`config.mk`:
```
export PLATFORM = sky130hd
export DESIGN_NAME = ethercat_frame_parser
export DESIGN_NICKNAME = d
export VERILOG_FILES = /design/src/rtl/ecat_pkg.sv /design/src/rtl/ecat_parse.sv /design/src/rtl/ecat_out.sv /design/src/rtl/ethercat_frame_parser.sv
export SDC_FILE = /design/constraint.sdc
export NUM_CORES = 1
export LEC_CHECK = 0
export BUFFER_PORTS_ARGS = -buffer_cell sky130_fd_sc_hd__buf_2
export CAP_MARGIN = 5
export CELL_PAD_IN_SITES_DETAIL_PLACEMENT = 1
export CELL_PAD_IN_SITES_GLOBAL_PLACEMENT = 1
export CORE_AREA = 8 8 248 250
export CTS_CLUSTER_DIAMETER = 50
export DETAILED_ROUTE_END_ITERATION = 16
export DIE_AREA = 0 0 256 258
export GPL_TIMING_DRIVEN = 0
export PLACE_DENSITY = 0.84
export SKIP_CTS_REPAIR_TIMING = 1
export SLEW_MARGIN = 5
export SYNTH_ARGS = -nofsm -noshare
export SYNTH_HDL_FRONTEND = slang
export SYNTH_SLANG_ARGS = --single-unit
export TNS_END_PERCENT = 100
```
`constraint.sdc`:
```
create_clock -name i_clk -period 43.5 [get_ports i_clk]
set_input_delay 4.35 -clock i_clk [delete_from_list [all_inputs] [get_ports i_clk]]
set_output_delay 4.35 -clock i_clk [all_outputs]
set_load 0.01 [all_outputs]
```
`src/rtl/ecat_pkg.sv`:
```
package ecat_pkg;

    localparam logic [3:0] PH_IDLE    = 4'd0;
    localparam logic [3:0] PH_DST     = 4'd1;
    localparam logic [3:0] PH_SRC     = 4'd2;
    localparam logic [3:0] PH_TYPE    = 4'd3;
    localparam logic [3:0] PH_ECHDR   = 4'd4;
    localparam logic [3:0] PH_DHDR    = 4'd5;
    localparam logic [3:0] PH_DIRQ    = 4'd6;
    localparam logic [3:0] PH_PAYLOAD = 4'd7;
    localparam logic [3:0] PH_WKC     = 4'd8;

    localparam logic [1:0] KIND_HDR   = 2'd0;
    localparam logic [1:0] KIND_DGRAM = 2'd1;
    localparam logic [1:0] KIND_ERR   = 2'd2;

    localparam logic [10:0] MAC_BYTES   = 11'd6;
    localparam logic [10:0] WORD_BYTES  = 11'd2;
    localparam logic [10:0] DHDR_BYTES  = 11'd8;
    localparam logic [15:0] ECAT_ETYPE  = 16'h88A4;

    typedef struct packed {
        logic [1:0]  record_kind;
        logic [47:0] dst_mac;
        logic [47:0] src_mac;
        logic [15:0] ethertype;
        logic [10:0] frame_length;
        logic [3:0]  frame_type;
        logic [7:0]  command;
        logic [7:0]  dgram_index;
        logic [31:0] dgram_address;
        logic [10:0] dgram_length;
        logic [1:0]  dgram_flags;
        logic [31:0] irq_and_wkc;
    } t_rec;

    typedef struct packed {
        logic valid;
        t_rec rec;
    } t_res;

endpackage

```
`src/rtl/ecat_parse.sv`:
```
module ecat_parse (
    input  logic              i_clk,
    input  logic              i_rst_n,
    input  logic              i_load,
    input  logic [7:0]        i_data_byte,
    input  logic              i_frame_start,
    input  logic              i_hold,
    output logic              o_busy,
    output ecat_pkg::t_res    o_res
);

    logic        r_in_valid;
    logic [7:0]  r_data;
    logic        r_start;

    logic [3:0]  r_phase,  n_phase;
    logic [10:0] r_count,  n_count;
    logic [47:0] r_dst,    n_dst;
    logic [47:0] r_src,    n_src;
    logic [15:0] r_type,   n_type;
    logic [15:0] r_hdr,    n_hdr;
    logic [63:0] r_dg,     n_dg;
    logic [15:0] r_irq,    n_irq;
    logic [15:0] r_wkc,    n_wkc;

    logic        process;
    logic [3:0]  cur_phase;
    logic [10:0] cnt1;
    logic [15:0] dword;
    ecat_pkg::t_res res;

    assign process = r_in_valid & ~i_hold;
    assign o_busy  = r_in_valid;
    assign o_res   = res;

    always_ff @(posedge i_clk) begin
        if (!i_rst_n) begin
            r_in_valid <= 1'b0;
        end else if (i_load) begin
            r_in_valid <= 1'b1;
        end else if (process) begin
            r_in_valid <= 1'b0;
        end
    end

    always_ff @(posedge i_clk) begin
        if (i_load) begin
            r_data  <= i_data_byte;
            r_start <= i_frame_start;
        end
    end

    always_ff @(posedge i_clk) begin
        if (!i_rst_n) begin
            r_phase <= ecat_pkg::PH_IDLE;
            r_count <= '0;
        end else if (process) begin
            r_phase <= n_phase;
            r_count <= n_count;
        end
    end

    always_ff @(posedge i_clk) begin
        if (process) begin
            r_dst <= n_dst;
            r_src <= n_src;
            r_type <= n_type;
            r_hdr <= n_hdr;
            r_dg  <= n_dg;
            r_irq <= n_irq;
            r_wkc <= n_wkc;
        end
    end

    always_comb begin
        cur_phase = r_start ? ecat_pkg::PH_DST : r_phase;
        n_count   = r_start ? 11'd0 : r_count;
        n_dst     = r_start ? 48'd0 : r_dst;
        n_src     = r_start ? 48'd0 : r_src;
        n_type    = r_start ? 16'd0 : r_type;
        n_hdr     = r_start ? 16'd0 : r_hdr;
        n_dg      = r_start ? 64'd0 : r_dg;
        n_irq     = r_start ? 16'd0 : r_irq;
        n_wkc     = r_start ? 16'd0 : r_wkc;
        n_phase   = cur_phase;
        cnt1      = n_count + 11'd1;
        dword     = n_dg[63:48];
        res       = '0;

        case (cur_phase)
            ecat_pkg::PH_DST: begin
                n_dst   = {n_dst[39:0], r_data};
                n_count = cnt1;
                if (cnt1 == ecat_pkg::MAC_BYTES) begin
                    n_count = '0;
                    n_phase = ecat_pkg::PH_SRC;
                end
            end
            ecat_pkg::PH_SRC: begin
                n_src   = {n_src[39:0], r_data};
                n_count = cnt1;
                if (cnt1 == ecat_pkg::MAC_BYTES) begin
                    n_count = '0;
                    n_phase = ecat_pkg::PH_TYPE;
                end
            end
            ecat_pkg::PH_TYPE: begin
                n_type  = {n_type[7:0], r_data};
                n_count = cnt1;
                if (cnt1 == ecat_pkg::WORD_BYTES) begin
                    n_count = '0;
                    if (n_type != ecat_pkg::ECAT_ETYPE) begin
                        res.valid           = 1'b1;
                        res.rec.record_kind = ecat_pkg::KIND_ERR;
                        n_phase             = ecat_pkg::PH_IDLE;
                    end else begin
                        n_phase = ecat_pkg::PH_ECHDR;
                    end
                end
            end
            ecat_pkg::PH_ECHDR: begin
                n_hdr   = {r_data, n_hdr[15:8]};
                n_count = cnt1;
                if (cnt1 == ecat_pkg::WORD_BYTES) begin
                    n_count                = '0;
                    res.valid              = 1'b1;
                    res.rec.record_kind    = ecat_pkg::KIND_HDR;
                    n_phase                = ecat_pkg::PH_DHDR;
                end
            end
            ecat_pkg::PH_DHDR: begin
                n_dg    = {r_data, n_dg[63:8]};
                n_count = cnt1;
                if (cnt1 == ecat_pkg::DHDR_BYTES) begin
                    n_count = '0;
                    n_phase = ecat_pkg::PH_DIRQ;
                end
            end
            ecat_pkg::PH_DIRQ: begin
                n_irq   = {r_data, n_irq[15:8]};
                n_count = cnt1;
                if (cnt1 == ecat_pkg::WORD_BYTES) begin
                    n_count = '0;
                    n_phase = (dword[10:0] == 11'd0) ? ecat_pkg::PH_WKC
                                                     : ecat_pkg::PH_PAYLOAD;
                end
            end
            ecat_pkg::PH_PAYLOAD: begin
                n_count = cnt1;
                if (cnt1 == dword[10:0]) begin
                    n_count = '0;
                    n_phase = ecat_pkg::PH_WKC;
                end
            end
            ecat_pkg::PH_WKC: begin
                n_wkc   = {r_data, n_wkc[15:8]};
                n_count = cnt1;
                if (cnt1 == ecat_pkg::WORD_BYTES) begin
                    n_count               = '0;
                    res.valid             = 1'b1;
                    res.rec.record_kind   = ecat_pkg::KIND_DGRAM;
                    res.rec.command       = n_dg[7:0];
                    res.rec.dgram_index   = n_dg[15:8];
                    res.rec.dgram_address = n_dg[47:16];
                    res.rec.dgram_length  = dword[10:0];
                    res.rec.dgram_flags   = {dword[15], dword[13]};
                    res.rec.irq_and_wkc   = {n_wkc, n_irq};
                    n_phase = dword[15] ? ecat_pkg::PH_DHDR : ecat_pkg::PH_IDLE;
                end
            end
            default: begin
                n_phase = ecat_pkg::PH_IDLE;
            end
        endcase

        res.valid           = res.valid & process;
        res.rec.dst_mac     = n_dst;
        res.rec.src_mac     = n_src;
        res.rec.ethertype   = n_type;
        if (res.rec.record_kind != ecat_pkg::KIND_ERR) begin
            res.rec.frame_length = n_hdr[10:0];
            res.rec.frame_type   = n_hdr[15:12];
        end
    end

endmodule

```
`src/rtl/ecat_out.sv`:
```
module ecat_out (
    input  logic              i_clk,
    input  logic              i_rst_n,
    input  ecat_pkg::t_res    i_res,
    input  logic              i_stall,
    output logic              o_valid,
    output logic              o_full,
    output ecat_pkg::t_rec    o_rec
);

    logic           r_main_valid;
    logic           r_skid_valid;
    ecat_pkg::t_rec r_main;
    ecat_pkg::t_rec r_skid;
    logic           pop;

    assign pop     = r_main_valid & ~i_stall;
    assign o_valid = r_main_valid;
    assign o_full  = r_skid_valid;
    assign o_rec   = r_main;

    always_ff @(posedge i_clk) begin
        if (!i_rst_n) begin
            r_main_valid <= 1'b0;
            r_skid_valid <= 1'b0;
        end else if (pop) begin
            r_main_valid <= r_skid_valid | i_res.valid;
            r_skid_valid <= 1'b0;
        end else if (i_res.valid) begin
            r_main_valid <= 1'b1;
            r_skid_valid <= r_main_valid;
        end
    end

    always_ff @(posedge i_clk) begin
        if (pop) begin
            r_main <= r_skid_valid ? r_skid : i_res.rec;
        end else if (i_res.valid) begin
            if (r_main_valid) begin
                r_skid <= i_res.rec;
            end else begin
                r_main <= i_res.rec;
            end
        end
    end

endmodule

```
`src/rtl/ethercat_frame_parser.sv`:
```
// A byte is registered at the input, then its record in the result register or skid.
// Throughput: one byte per cycle while o_stall is low; at most one record per byte.
// Two output slots (result register plus skid) decouple the input from output stalls.
// Synchronous active-low reset returns the parser to idle and empties all stages.
module ethercat_frame_parser (
    input  logic        i_clk,
    input  logic        i_rst_n,
    input  logic        i_valid,
    output logic        o_stall,
    input  logic [7:0]  i_data_byte,
    input  logic        i_frame_start,
    output logic        o_valid,
    input  logic        i_stall,
    output logic [1:0]  o_record_kind,
    output logic [47:0] o_dst_mac,
    output logic [47:0] o_src_mac,
    output logic [15:0] o_ethertype,
    output logic [10:0] o_frame_length,
    output logic [3:0]  o_frame_type,
    output logic [7:0]  o_command,
    output logic [7:0]  o_dgram_index,
    output logic [31:0] o_dgram_address,
    output logic [10:0] o_dgram_length,
    output logic [1:0]  o_dgram_flags,
    output logic [31:0] o_irq_and_wkc
);

    logic           busy;
    logic           full;
    ecat_pkg::t_res res;
    ecat_pkg::t_rec rec;

    assign o_stall = busy & full;

    ecat_parse u_parse (
        .i_clk         (i_clk),
        .i_rst_n       (i_rst_n),
        .i_load        (i_valid & ~o_stall),
        .i_data_byte   (i_data_byte),
        .i_frame_start (i_frame_start),
        .i_hold        (full),
        .o_busy        (busy),
        .o_res         (res)
    );

    ecat_out u_out (
        .i_clk   (i_clk),
        .i_rst_n (i_rst_n),
        .i_res   (res),
        .i_stall (i_stall),
        .o_valid (o_valid),
        .o_full  (full),
        .o_rec   (rec)
    );

    assign o_record_kind   = rec.record_kind;
    assign o_dst_mac       = rec.dst_mac;
    assign o_src_mac       = rec.src_mac;
    assign o_ethertype     = rec.ethertype;
    assign o_frame_length  = rec.frame_length;
    assign o_frame_type    = rec.frame_type;
    assign o_command       = rec.command;
    assign o_dgram_index   = rec.dgram_index;
    assign o_dgram_address = rec.dgram_address;
    assign o_dgram_length  = rec.dgram_length;
    assign o_dgram_flags   = rec.dgram_flags;
    assign o_irq_and_wkc   = rec.irq_and_wkc;

endmodule

```
==> results of run 1 <==
cells by family after synthesis:
family,after synthesis
buffers and inverters,158
XOR/XNOR,17
multiplexers,159
AND/OR/NAND/NOR,844
adder cells (fa/ha/maj),3
flip-flops,687
AO/OA/AOI/OAI,290
flip-flops by register name (all words and copies together), names as in the netlist, 11 cells and up:
signal           count
u_parse.r_hdr       16
u_parse.r_src       48
u_parse.r_count     11
u_parse.r_irq       16
u_parse.r_dst       48
u_parse.r_type      16
u_out.o_rec        222
u_out.r_skid       222
u_parse.r_dg        64
layout make-up:
cell class | instances | area share, %
Buffer | 148 | 1.87
Clock buffer | 88 | 5.89
Clock inverter | 50 | 1.24
Inverter | 10 | 0.127
Multi-Input combinational cell | 1313 | 22.2
Sequential cell | 687 | 61.2
Tap cell | 765 | 2.87
Timing Repair Buffer | 249 | 4.54
synth_stat cells, drive strengths merged, types with 3 or more instances:
cell / instances
dfxtp: 18
nor2b: 5
a31oi: 12
a311oi: 4
a41oi: 3
nor2: 77
xor2: 9
and3: 20
and2: 97
a2bb2oi: 3
or3: 4
mux2i: 44
edfxtp: 669
o31ai: 54
nand4: 8
clkbuf: 123
or2: 8
nand3b: 3
o21ai: 35
nor4: 6
nand3: 37
a21o: 14
inv: 9
nand2b: 5
o21a: 3
nor3: 11
nor4b: 3
buf: 25
xnor2: 8
ha: 3
nand2: 551
a21oi: 145
mux2: 115
worst min path at each step:
stage                                  from          endpoint  slack (ps)  cells past startpoint
after global routing      u_out.r_skid[151]  u_out.o_rec[151]         540                      2
after detailed placement  u_out.r_skid[168]  u_out.o_rec[168]         510                      2
after global placement    u_out.r_skid[147]  u_out.o_rec[147]         500                      2
after floorplan                u_out.o_full      u_out.o_full         480                      2
final                     u_out.r_skid[151]  u_out.o_rec[151]         520                      2
after CTS                 u_out.r_skid[151]  u_out.o_rec[151]         530                      2
critical path: stages (launching register included):
cell and delay [ps]:
sky130_fd_sc_hd__edfxtp_1 410, sky130_fd_sc_hd__clkbuf_1 470, sky130_fd_sc_hd__buf_1 480, sky130_fd_sc_hd__clkbuf_1 620, sky130_fd_sc_hd__buf_1 540, sky130_fd_sc_hd__nor2b_1 190, sky130_fd_sc_hd__ha_1 230, sky130_fd_sc_hd__buf_4 160
sky130_fd_sc_hd__and4_1 200, sky130_fd_sc_hd__buf_4 160, sky130_fd_sc_hd__a21oi_1 120, sky130_fd_sc_hd__a211o_1 130, sky130_fd_sc_hd__a41oi_2 200, sky130_fd_sc_hd__or3_1 410, sky130_fd_sc_hd__buf_4 180, sky130_fd_sc_hd__a311oi_1 430
sky130_fd_sc_hd__and3_4 740, sky130_fd_sc_hd__buf_16 360, sky130_fd_sc_hd__buf_16 340, sky130_fd_sc_hd__buf_16 300
metrics by stage:
stage               util [%]  cells  hold slack (ps)  setup WS [ps]
finish                  58.2   3310              521          36360
global route            58.2   3310              536          36010
CTS                     58.2   3310              526          36340
detailed placement      54.1   3172              506          35910
global placement        53.4   3158              500          16440
floorplan                  -   2158              482          23440
report_power, final:
part	leakage (nW)	switching [W]	total, W	internal, W
registers	6.11	0.00000768	0.000743	0.000736
logic	4.82	0.0000356	0.0000503	0.0000147
clock network	1.16	0.000270	0.000622	0.000352
total	12.1	0.000313	0.00142	0.00110
routing by layer:
metal	vias to the layer above	track usage, %
met1	9586	29.1
met3	188	4.20
met5	-	0
met4	2	9.64
li1	8453	-
met2	680	41.3
==> results.sh, run 1 <==
export IMPL_timing_max_slew_rel_slack_pct=22.3
export IMPL_routed_via_count=18900
export IMPL_postSynth_asyncResetShare_pct=0
export IMPL_fin_skew_ps=26.3
export IMPL_yosys_warnings=0
export IMPL_synth_ff_latch_count=687
export IMPL_drt_iter0_markers=1604
export IMPL_hold_class="register to register"
export IMPL_synth_seq_area_share_pct=71.7
export IMPL_floorplan_rows=88
export IMPL_synth_edf_count=669
export IMPL_netlist_area_leader_share_pct=70.4
export IMPL_cap_viol_max_count=0
export IMPL_globalRoute_totalOverflow=0
export IMPL_ctsHtreeMaxLevel=3
export IMPL_synth_avg_cell_area_um2=13.2
export IMPL_ff2ff_setup_slack_ps=36360
export IMPL_routed_wl_met2_mm=40.9
export IMPL_grt_pass1_wl_mm=122
export IMPL_critical_path_reg2reg_endpoint="u_out.r_skid[171]"
export IMPL_dp_hpwl_mm=54.6
export IMPL_p_per_area_nw_per_um2=42.4
export IMPL_synth_mux_area_share_pct=6.08
export IMPL_tritoncts="done"
export IMPL_die_h_um=258
export IMPL_antenna_cells=0
export IMPL_crit_arrival_ps=7420
export IMPL_mostFrequentLayoutCell="sky130_fd_sc_hd__edfxtp_1"
export IMPL_post_layout_total_power_w=0.00142
export IMPL_worstSetupStartpoint="u_parse.r_start"
export IMPL_met1_length_mm=32.2
export IMPL_multi_input_area_um2=7420
export IMPL_postSynth_topFlopCell="sky130_fd_sc_hd__edfxtp_1"
export IMPL_area_sequential_um2=20400
export IMPL_area_fraction_in_compound_gates_after_synthesis_pct=6.19
export IMPL_criticalPathCategory="register to register"
export IMPL_drt_wirelength_per_cell_um=24.4
export IMPL_highest_signal_layer="met5"
export IMPL_combinational_family_with_the_most_area_after_synthesis="simple AND/OR/NAND/NOR gates"
export IMPL_synth_top_cell_by_area="sky130_fd_sc_hd__edfxtp_1"
export IMPL_io_buffer_count=235
export IMPL_cts_root_buffer_type="sky130_fd_sc_hd__clkbuf_16"
export IMPL_startpoint_of_the_worst_register_to_register_path="u_parse.r_start"
export IMPL_worst_slew_pin_transition_ps=1170
export IMPL_track_usage_pct=23.7
export IMPL_die_width_um=256
export IMPL_placedInstanceArea_um2=31000
export IMPL_drtAntennaViolNets=0
export IMPL_synth_area_leaders="sky130_fd_sc_hd__edfxtp_1 70%, sky130_fd_sc_hd__nand2_1 7.2%, sky130_fd_sc_hd__mux2_2 4.5%"
export IMPL_crit_path_start_kind="register"
export IMPL_finalSetupViolCount=0
export IMPL_worst_skew_pair_late_latency_ps=630
export IMPL_slew_violations=0
export IMPL_finalHoldViolations=0
export IMPL_syn_cell_area_um2=28500
export IMPL_grt_pass1_vias=20300
export IMPL_core_area_um2=57400
export IMPL_final_layout_size_suffix_gt1_share_pct=20.5
export IMPL_yosys_cell_types_count=70
export IMPL_syn_num_nets=2174
export IMPL_fillCellCount=5707
export IMPL_dr_pass1_iters=8
export IMPL_met3_wirelength_mm=4.78
export IMPL_drcViolationCount=0
export IMPL_peakVddDrop_uv=37.3
export IMPL_critPathRequiredTime_ps=43780
export IMPL_critical_path_destination="u_out.r_skid[171]"
export IMPL_tns_ps=0
export IMPL_finalCritPeriodShare_pct=16.4
export IMPL_nets=2501
export IMPL_yosys_area_share_adder_pct=0.132
export IMPL_power_static_leakage_nw=12.1
export IMPL_finalWorstPathRequiredPeriod_ps=7140
export IMPL_status="finished clean"
export IMPL_cts_sinks=687
export IMPL_clk_pin_slew_ps=60
export IMPL_initial_core_util_pct=49.7
export IMPL_gpl_final_weighted_congestion=0.849
export IMPL_final_design_area_no_fill_um2=33400
export IMPL_end_kind="register"
export IMPL_antenna_found_initial=1
export IMPL_critical_path_peak_fanout=62
export IMPL_route_final_wire_length_mm=80.8
export IMPL_post_drt_via_cell_ratio=5.71
export IMPL_grt_setup_unrepaired="no"
export IMPL_cts_max_path_buffers=3
export IMPL_ff2ff_path_depth=19
export IMPL_synthToLayoutAreaGrowth_pct=17.1
export IMPL_synthesized_instance_count=2158
export IMPL_cts_inserted_buffers=76
export IMPL_grt_max_degree=66
export IMPL_layout_cells_most_common_list="669 x sky130_fd_sc_hd__edfxtp_1, 549 x sky130_fd_sc_hd__nand2_1, 241 x sky130_fd_sc_hd__buf_2"
export IMPL_max_freq_ghz=0.140
export IMPL_fraction_of_synthesized_cell_area_in_xor_and_xnor_cells_pct=0.522
export IMPL_ios=237
export IMPL_synth_simple_gate_area_share_pct=13.0
export IMPL_die_area_um2=66000
(Power assumes the default switching activity.)
==> run 2, diff against run 1 <==
--- a/config.mk
+++ b/config.mk
@@ -9,12 +9,12 @@
 export CAP_MARGIN = 5
 export CELL_PAD_IN_SITES_DETAIL_PLACEMENT = 1
 export CELL_PAD_IN_SITES_GLOBAL_PLACEMENT = 1
-export CORE_AREA = 8 8 248 250
+export CORE_AREA = 8 8 264 266
 export CTS_CLUSTER_DIAMETER = 50
 export DETAILED_ROUTE_END_ITERATION = 16
-export DIE_AREA = 0 0 256 258
+export DIE_AREA = 0 0 272 274
 export GPL_TIMING_DRIVEN = 0
-export PLACE_DENSITY = 0.84
+export PLACE_DENSITY = 0.79
 export SKIP_CTS_REPAIR_TIMING = 1
 export SLEW_MARGIN = 5
 export SYNTH_ARGS = -nofsm -noshare
==> constraint.sdc (replaced) <==
create_clock -name i_clk -period 6.5 [get_ports i_clk]
set_input_delay 0.65 -clock i_clk [delete_from_list [all_inputs] [get_ports i_clk]]
set_output_delay 0.65 -clock i_clk [all_outputs]
set_load 0.01 [all_outputs]
==> run 2 against run 1 <==
Core utilization decreased by 6.6 points. Final cell count is 3.2% higher. Register-to-register slack lost 35000 ps. Count of clock-buffer cells in the layout stayed put. Fmax grew 33%. Worst setup slack lost 35000 ps. Sequential share of layout area fell by 0.57 points. Clock power grew to 6.9 times the previous value. Combinational power grew to 6.6 times the previous value. Worst hold slack got worse by 310 ps. Critical path type unchanged.
==> results.sh, run 2 (same netlist as run 1, synthesis figures left out) <==
export IMPL_status="finished clean"
export IMPL_peakVddDrop_uv=212
export IMPL_die_h_um=274
export IMPL_drtAntennaViolNets=0
export IMPL_final_critical_path_setup_slack_ps=1130
export IMPL_fin_skew_ps=29.0
export IMPL_die_area_um2=74500
export IMPL_layout_cells_most_common_list="669 x sky130_fd_sc_hd__edfxtp_1, 549 x sky130_fd_sc_hd__nand2_1, 241 x sky130_fd_sc_hd__buf_2"
export IMPL_grt_max_degree=91
export IMPL_globalRoute_totalOverflow=0
export IMPL_route_final_wire_length_mm=78.4
export IMPL_power_static_leakage_nw=12.2
export IMPL_dp_hpwl_mm=54.3
export IMPL_crit_slowest_cell="sky130_fd_sc_hd__and3_4"
export IMPL_ctsHtreeMaxLevel=3
export IMPL_final_layout_size_suffix_gt1_share_pct=21.3
export IMPL_floorplan_rows=94
export IMPL_startpoint_of_the_worst_register_to_register_path="u_parse.r_start"
export IMPL_path_common_cell="sky130_fd_sc_hd__clkbuf_8"
export IMPL_cp_slowest_stage_delay_ps=660
export IMPL_fillCellCount=6614
export IMPL_mostFrequentLayoutCell="sky130_fd_sc_hd__edfxtp_1"
export IMPL_grt_setup_unrepaired="no"
export IMPL_gpl_final_weighted_congestion=0.869
export IMPL_crit_path_start_kind="register"
export IMPL_grt_pass1_vias=19700
export IMPL_die_width_um=272
export IMPL_dr_pass1_iters=5
export IMPL_pre_cts_ws_ps=1230
export IMPL_max_freq_ghz=0.186
export IMPL_worst_hold_startpoint="i_data_byte[4]"
export IMPL_finalHoldViolations=0
export IMPL_worst_skew_pair_late_latency_ps=630
export IMPL_final_util_pct=51.6
export IMPL_ff2ff_path_depth=18
export IMPL_routed_via_count=18500
export IMPL_worst_slew_pin_transition_ps=1310
export IMPL_worst_path_buf_inv=10
export IMPL_final_design_area_no_fill_um2=33700
export IMPL_drcViolationCount=0
export IMPL_core_area_um2=65300
export IMPL_clk_pin_slew_ps=60
export IMPL_ff2ff_setup_slack_ps=1130
export IMPL_p_per_area_nw_per_um2=284
export IMPL_nets=2505
export IMPL_cap_viol_max_count=0
export IMPL_timing_hold_worst_endpoint="u_parse.r_data[4]"
export IMPL_whs_ps=211
export IMPL_cts_sinks=687
export IMPL_post_drt_via_cell_ratio=5.42
export IMPL_crit_arrival_ps=5650
export IMPL_drt_iter0_markers=1243
export IMPL_hold_class="input pin to register"
export IMPL_criticalPathCategory="register to register"
export IMPL_whs_path_depth=1
export IMPL_track_usage_pct=20.5
export IMPL_cts_inserted_buffers=80
export IMPL_timing_max_slew_rel_slack_pct=12.5
export IMPL_placedInstanceArea_um2=31200
export IMPL_cts_root_buffer_type="sky130_fd_sc_hd__clkbuf_16"
export IMPL_critical_path_reg2reg_endpoint="u_out.r_skid[81]"
export IMPL_critPathRequiredTime_ps=6780
export IMPL_critical_path_peak_fanout=47
export IMPL_tritoncts="done"
export IMPL_end_kind="register"
export IMPL_crit_chain="clkbuf_8, inv_1, clkbuf_8, clkbuf_8, nand2_1, inv_1, ha_2, buf_6, nand3_1, xor2_1, a41oi_2, or3_1, buf_6, a311oi_1, and3_4, buf_12, buf_12, buf_16"
export IMPL_antenna_found_initial=3
export IMPL_finalCritPeriodShare_pct=82.7
export IMPL_finalSetupViolCount=0
export IMPL_grt_pass1_wl_mm=119
export IMPL_slew_violations=0
export IMPL_finalWorstPathRequiredPeriod_ps=5370
export IMPL_worst_path_dominant_cell_family="buffers and inverters"
export IMPL_ios=237
export IMPL_synthToLayoutAreaGrowth_pct=18.2
export IMPL_drt_wirelength_per_cell_um=22.9
export IMPL_io_buffer_count=235
export IMPL_cts_max_path_buffers=3
export IMPL_initial_core_util_pct=43.7
## run 2: cell count changes in the layout (fill, tap and decap cells not counted), moves of 4 or more
cell	before	now
sky130_fd_sc_hd__clkinv_2	10	14
sky130_fd_sc_hd__clkbuf_8	0	5
sky130_fd_sc_hd__clkbuf_16	77	82
sky130_fd_sc_hd__buf_6	4	9
sky130_fd_sc_hd__clkbuf_1	128	119
## run 2: layout make-up
class	count	area, um^2	area share, %
tap	864	1080	3.21
inverter	10	42.5	0.126
antenna	2	5.00	0.0148
clock buffer	88	2070	6.15
clock inverter	55	425	1.26
multi-input combinational	1313	7440	22.1
buffer	148	698	2.07
sequential	687	20400	60.7
timing repair buffer	249	1490	4.43
## run 2: worst max path at each step
stage / from / endpoint / cells after the start
floorplan: u_parse.r_start / u_out.o_rec[0] / 16
global route: u_parse.r_start / u_out.r_skid[76] / 18
finish: u_parse.r_start / u_out.r_skid[81] / 18
CTS: u_parse.r_start / u_out.r_skid[76] / 18
detailed placement: u_parse.r_start / u_out.r_skid[77] / 18
global placement: u_parse.r_start / u_out.o_rec[25] / 15
## run 2: power breakdown
part | total (W) | internal [W] | switching, W
clock | 0.00428 | 0.00245 | 0.00183
sequential | 0.00497 | 0.00492 | 0.0000490
combinational | 0.000333 | 0.000101 | 0.000233
total | 0.00959 | 0.00747 | 0.00211
## run 2: worst register-to-register path, stage by stage, from the launching register on
cell	delay, ps
sky130_fd_sc_hd__edfxtp_1	460
sky130_fd_sc_hd__clkbuf_8	220
sky130_fd_sc_hd__inv_1	110
sky130_fd_sc_hd__clkbuf_8	190
sky130_fd_sc_hd__clkbuf_8	220
sky130_fd_sc_hd__nand2_1	120
sky130_fd_sc_hd__inv_1	120
sky130_fd_sc_hd__ha_2	180
sky130_fd_sc_hd__buf_6	130
sky130_fd_sc_hd__nand3_1	90
sky130_fd_sc_hd__xor2_1	390
sky130_fd_sc_hd__a41oi_2	310
sky130_fd_sc_hd__or3_1	400
sky130_fd_sc_hd__buf_6	150
sky130_fd_sc_hd__a311oi_1	360
sky130_fd_sc_hd__and3_4	660
sky130_fd_sc_hd__buf_12	320
sky130_fd_sc_hd__buf_12	270
sky130_fd_sc_hd__buf_16	270
## run 2: routing by layer
| layer | up-vias | GRT usage [%] | wire (um) |
|---|---|---|---|
| met5 | - | 0 | 13 |
| met4 | 2 | 6.54 | 1970 |
| met3 | 112 | 3.88 | 3870 |
| met2 | 478 | 36.2 | 40200 |
| met1 | 9428 | 25.3 | 32300 |
| li1 | 8486 | - | - |
## run 2: stage by stage
| stage | power, W | instances | TNS [ps] |
|---|---|---|---|
| after floorplan | 0.00526 | 2158 | -84790 |
| after global placement | 0.00538 | 3257 | -788840 |
| after detailed placement | 0.00539 | 3271 | 0 |
| after CTS | 0.00967 | 3414 | 0 |
| after global routing | 0.00985 | 3414 | 0 |
| final | 0.00959 | 3416 | 0 |
==> run 3, diff against run 2 <==
--- a/config.mk
+++ b/config.mk
@@ -9,12 +9,12 @@
 export CAP_MARGIN = 5
 export CELL_PAD_IN_SITES_DETAIL_PLACEMENT = 1
 export CELL_PAD_IN_SITES_GLOBAL_PLACEMENT = 1
-export CORE_AREA = 8 8 264 266
+export CORE_AREA = 8 8 251 253
 export CTS_CLUSTER_DIAMETER = 50
 export DETAILED_ROUTE_END_ITERATION = 16
-export DIE_AREA = 0 0 272 274
+export DIE_AREA = 0 0 259 261
 export GPL_TIMING_DRIVEN = 0
-export PLACE_DENSITY = 0.79
+export PLACE_DENSITY = 0.82
 export SKIP_CTS_REPAIR_TIMING = 1
 export SLEW_MARGIN = 5
 export SYNTH_ARGS = -nofsm -noshare
==> constraint.sdc (replaced) <==
create_clock -name i_clk -period 5 [get_ports i_clk]
set_input_delay 0.5 -clock i_clk [delete_from_list [all_inputs] [get_ports i_clk]]
set_output_delay 0.5 -clock i_clk [all_outputs]
set_load 0.01 [all_outputs]
==> run 3 against run 2 <==
Global-route usage grew 1.9 points. Die area is 9.3% lower. Combinational power rose by 31%. Worst hold slack lost 160 ps. Power grew 31%. Cell area fell by 0.11%. Fmax rose by 13%. Largest cell class unchanged. Largest power group unchanged.
==> results.sh, run 3 (same netlist as run 1, synthesis figures left out) <==
export IMPL_status="finished clean"
export IMPL_drt_iter0_markers=1466
export IMPL_p_clk_share_pct=45.2
export IMPL_dp_hpwl_mm=53.5
export IMPL_antenna_found_initial=3
export IMPL_globalRoute_totalOverflow=0
export IMPL_synthToLayoutAreaGrowth_pct=18.1
export IMPL_core_area_um2=59300
export IMPL_max_freq_ghz=0.211
export IMPL_pwr_share_comb_pct=3.5
export IMPL_drtAntennaViolNets=0
export IMPL_cts_inserted_buffers=76
export IMPL_die_width_um=259
export IMPL_final_layout_size_suffix_gt1_share_pct=21.1
export IMPL_worst_slew_pin_transition_ps=1180
export IMPL_end_kind="register"
export IMPL_cell_internal_pwr_w=0.00987
export IMPL_peakVddDrop_uv=218
export IMPL_layout_cells_most_common_list="669 x sky130_fd_sc_hd__edfxtp_1, 549 x sky130_fd_sc_hd__nand2_1, 241 x sky130_fd_sc_hd__buf_2"
export IMPL_grt_pass1_wl_mm=118
export IMPL_io_buffer_count=235
export IMPL_dr_pass1_iters=5
export IMPL_timing_max_slew_rel_slack_pct=21.2
export IMPL_slew_violations=0
export IMPL_finalHoldViolations=0
export IMPL_track_usage_pct=22.4
export IMPL_crit_path_start_kind="register"
export IMPL_tritoncts="done"
export IMPL_seqPwrFrac_pct=51.4
export IMPL_finalWorstPathRequiredPeriod_ps=4750
export IMPL_final_critical_path_setup_slack_ps=250
export IMPL_criticalPathCategory="register to register"
export IMPL_cap_viol_max_count=0
export IMPL_met3_wirelength_mm=4.60
export IMPL_ios=237
export IMPL_drcViolationCount=0
export IMPL_route_final_wire_length_mm=77.9
export IMPL_mostFrequentLayoutCell="sky130_fd_sc_hd__edfxtp_1"
export IMPL_clk_pin_slew_ps=70
export IMPL_grt_max_degree=84
export IMPL_grt_pass1_vias=20000
export IMPL_cts_sinks=687
export IMPL_routed_wl_met2_mm=39.0
export IMPL_finalSetupViolCount=0
export IMPL_power_switching_w=0.00271
export IMPL_initial_core_util_pct=48.1
export IMPL_critical_path_peak_fanout=109
export IMPL_finalCritPeriodShare_pct=95.0
export IMPL_worst_skew_pair_late_latency_ps=620
export IMPL_highest_signal_layer="met5"
export IMPL_cts_root_buffer_type="sky130_fd_sc_hd__clkbuf_16"
export IMPL_floorplan_rows=90
export IMPL_drt_wirelength_per_cell_um=23.4
export IMPL_grt_setup_unrepaired="no"
export IMPL_power_share_switching_pct=21.5
export IMPL_p_per_area_nw_per_um2=374
export IMPL_die_h_um=261
export IMPL_met1_length_mm=31.6
export IMPL_die_area_um2=67600
export IMPL_post_drt_via_cell_ratio=5.61
export IMPL_pre_cts_ws_ps=55.9
export IMPL_gpl_final_weighted_congestion=0.857
export IMPL_fillCellCount=5872
export IMPL_critPathRequiredTime_ps=5240
export IMPL_cts_max_path_buffers=3
export IMPL_crit_arrival_ps=4990
export IMPL_whs_ps=54.1
export IMPL_power_static_leakage_nw=12.2
export IMPL_routed_via_count=18700
export IMPL_fin_skew_ps=26.7
export IMPL_nets=2503
export IMPL_ctsHtreeMaxLevel=3
export IMPL_hold_class="input pin to register"
[run 3: cell types whose count changed in the layout (fill, tap and decap cells not counted), sizes merged]
cell      delta
buf          +2
inv          -4
clkinvlp     -2
clkbuf       +3
diode        -1
bufinv       +5
clkinv       -5
[run 3: layout make-up]
cell class | instances | area, um^2 | area share [%]
sequential | 687 | 20400 | 60.7
multi-input combinational | 1313 | 7440 | 22.1
clock buffer | 91 | 2020 | 6.01
timing repair buffer | 251 | 1510 | 4.49
tap | 782 | 978 | 2.91
buffer | 148 | 698 | 2.07
clock inverter | 49 | 528 | 1.57
inverter | 10 | 42.5 | 0.126
antenna | 1 | 2.50 | 0.00743
[run 3: through the flow]
step / instance area, um^2 / instances / util (%) / power (W) / TNS [ps]
after global routing: 33700 / 3332 / 56.7 / 0.0129 / 0
after CTS: 33700 / 3329 / 56.7 / 0.0127 / 0
after global placement: 30800 / 3175 / 51.9 / 0.00699 / -1186430
after floorplan: 28600 / 2158 / - / 0.00684 / -417790
final: 33700 / 3332 / 56.7 / 0.0126 / 0
after detailed placement: 31100 / 3189 / 52.4 / 0.00701 / 0
[run 3: power by group through the flow]
stage | Combinational, W | Clock [W] | Sequential, W
after floorplan | 0.000277 | 0 | 0.00656
after global placement | 0.000392 | 0 | 0.00659
after detailed placement | 0.000425 | 0 | 0.00658
after CTS | 0.000433 | 0.00579 | 0.00646
after global routing | 0.000469 | 0.00595 | 0.00647
final | 0.000435 | 0.00569 | 0.00646
[run 3: path summary, 6_finish.rpt]
kind / start / to / slack, ps / cells past startpoint
worst min-delay path: i_data_byte[3] / u_parse.r_data[3] / 50 / 1
worst max-delay path: u_parse.r_start / u_out.r_skid[35] / 250 / 17
worst max register to register: u_parse.r_start / u_out.r_skid[35] / 250 / 17
worst min register to register: u_out.r_skid[170] / u_out.o_rec[170] / 520 / 2
[run 3: per-layer routing]
metal	global-route usage, %	up-vias
li1	-	8469
met1	28.1	9478
met2	38.6	601
met3	3.97	157
met4	9.05	2
met5	0	-
[run 3: critical path: stages, from the launching register on]
cell,delay (ps)
sky130_fd_sc_hd__edfxtp_1,450
sky130_fd_sc_hd__clkbuf_8,210
sky130_fd_sc_hd__inv_1,140
sky130_fd_sc_hd__clkbuf_8,210
sky130_fd_sc_hd__clkbuf_8,200
sky130_fd_sc_hd__nand2_1,110
sky130_fd_sc_hd__inv_1,100
sky130_fd_sc_hd__ha_2,170
sky130_fd_sc_hd__buf_6,130
sky130_fd_sc_hd__nand4_1,170
sky130_fd_sc_hd__nor2_1,240
sky130_fd_sc_hd__a211o_1,200
sky130_fd_sc_hd__a41oi_2,250
sky130_fd_sc_hd__or3_1,400
sky130_fd_sc_hd__buf_6,160
sky130_fd_sc_hd__a311oi_1,360
sky130_fd_sc_hd__and3_4,310
sky130_fd_sc_hd__buf_16,390
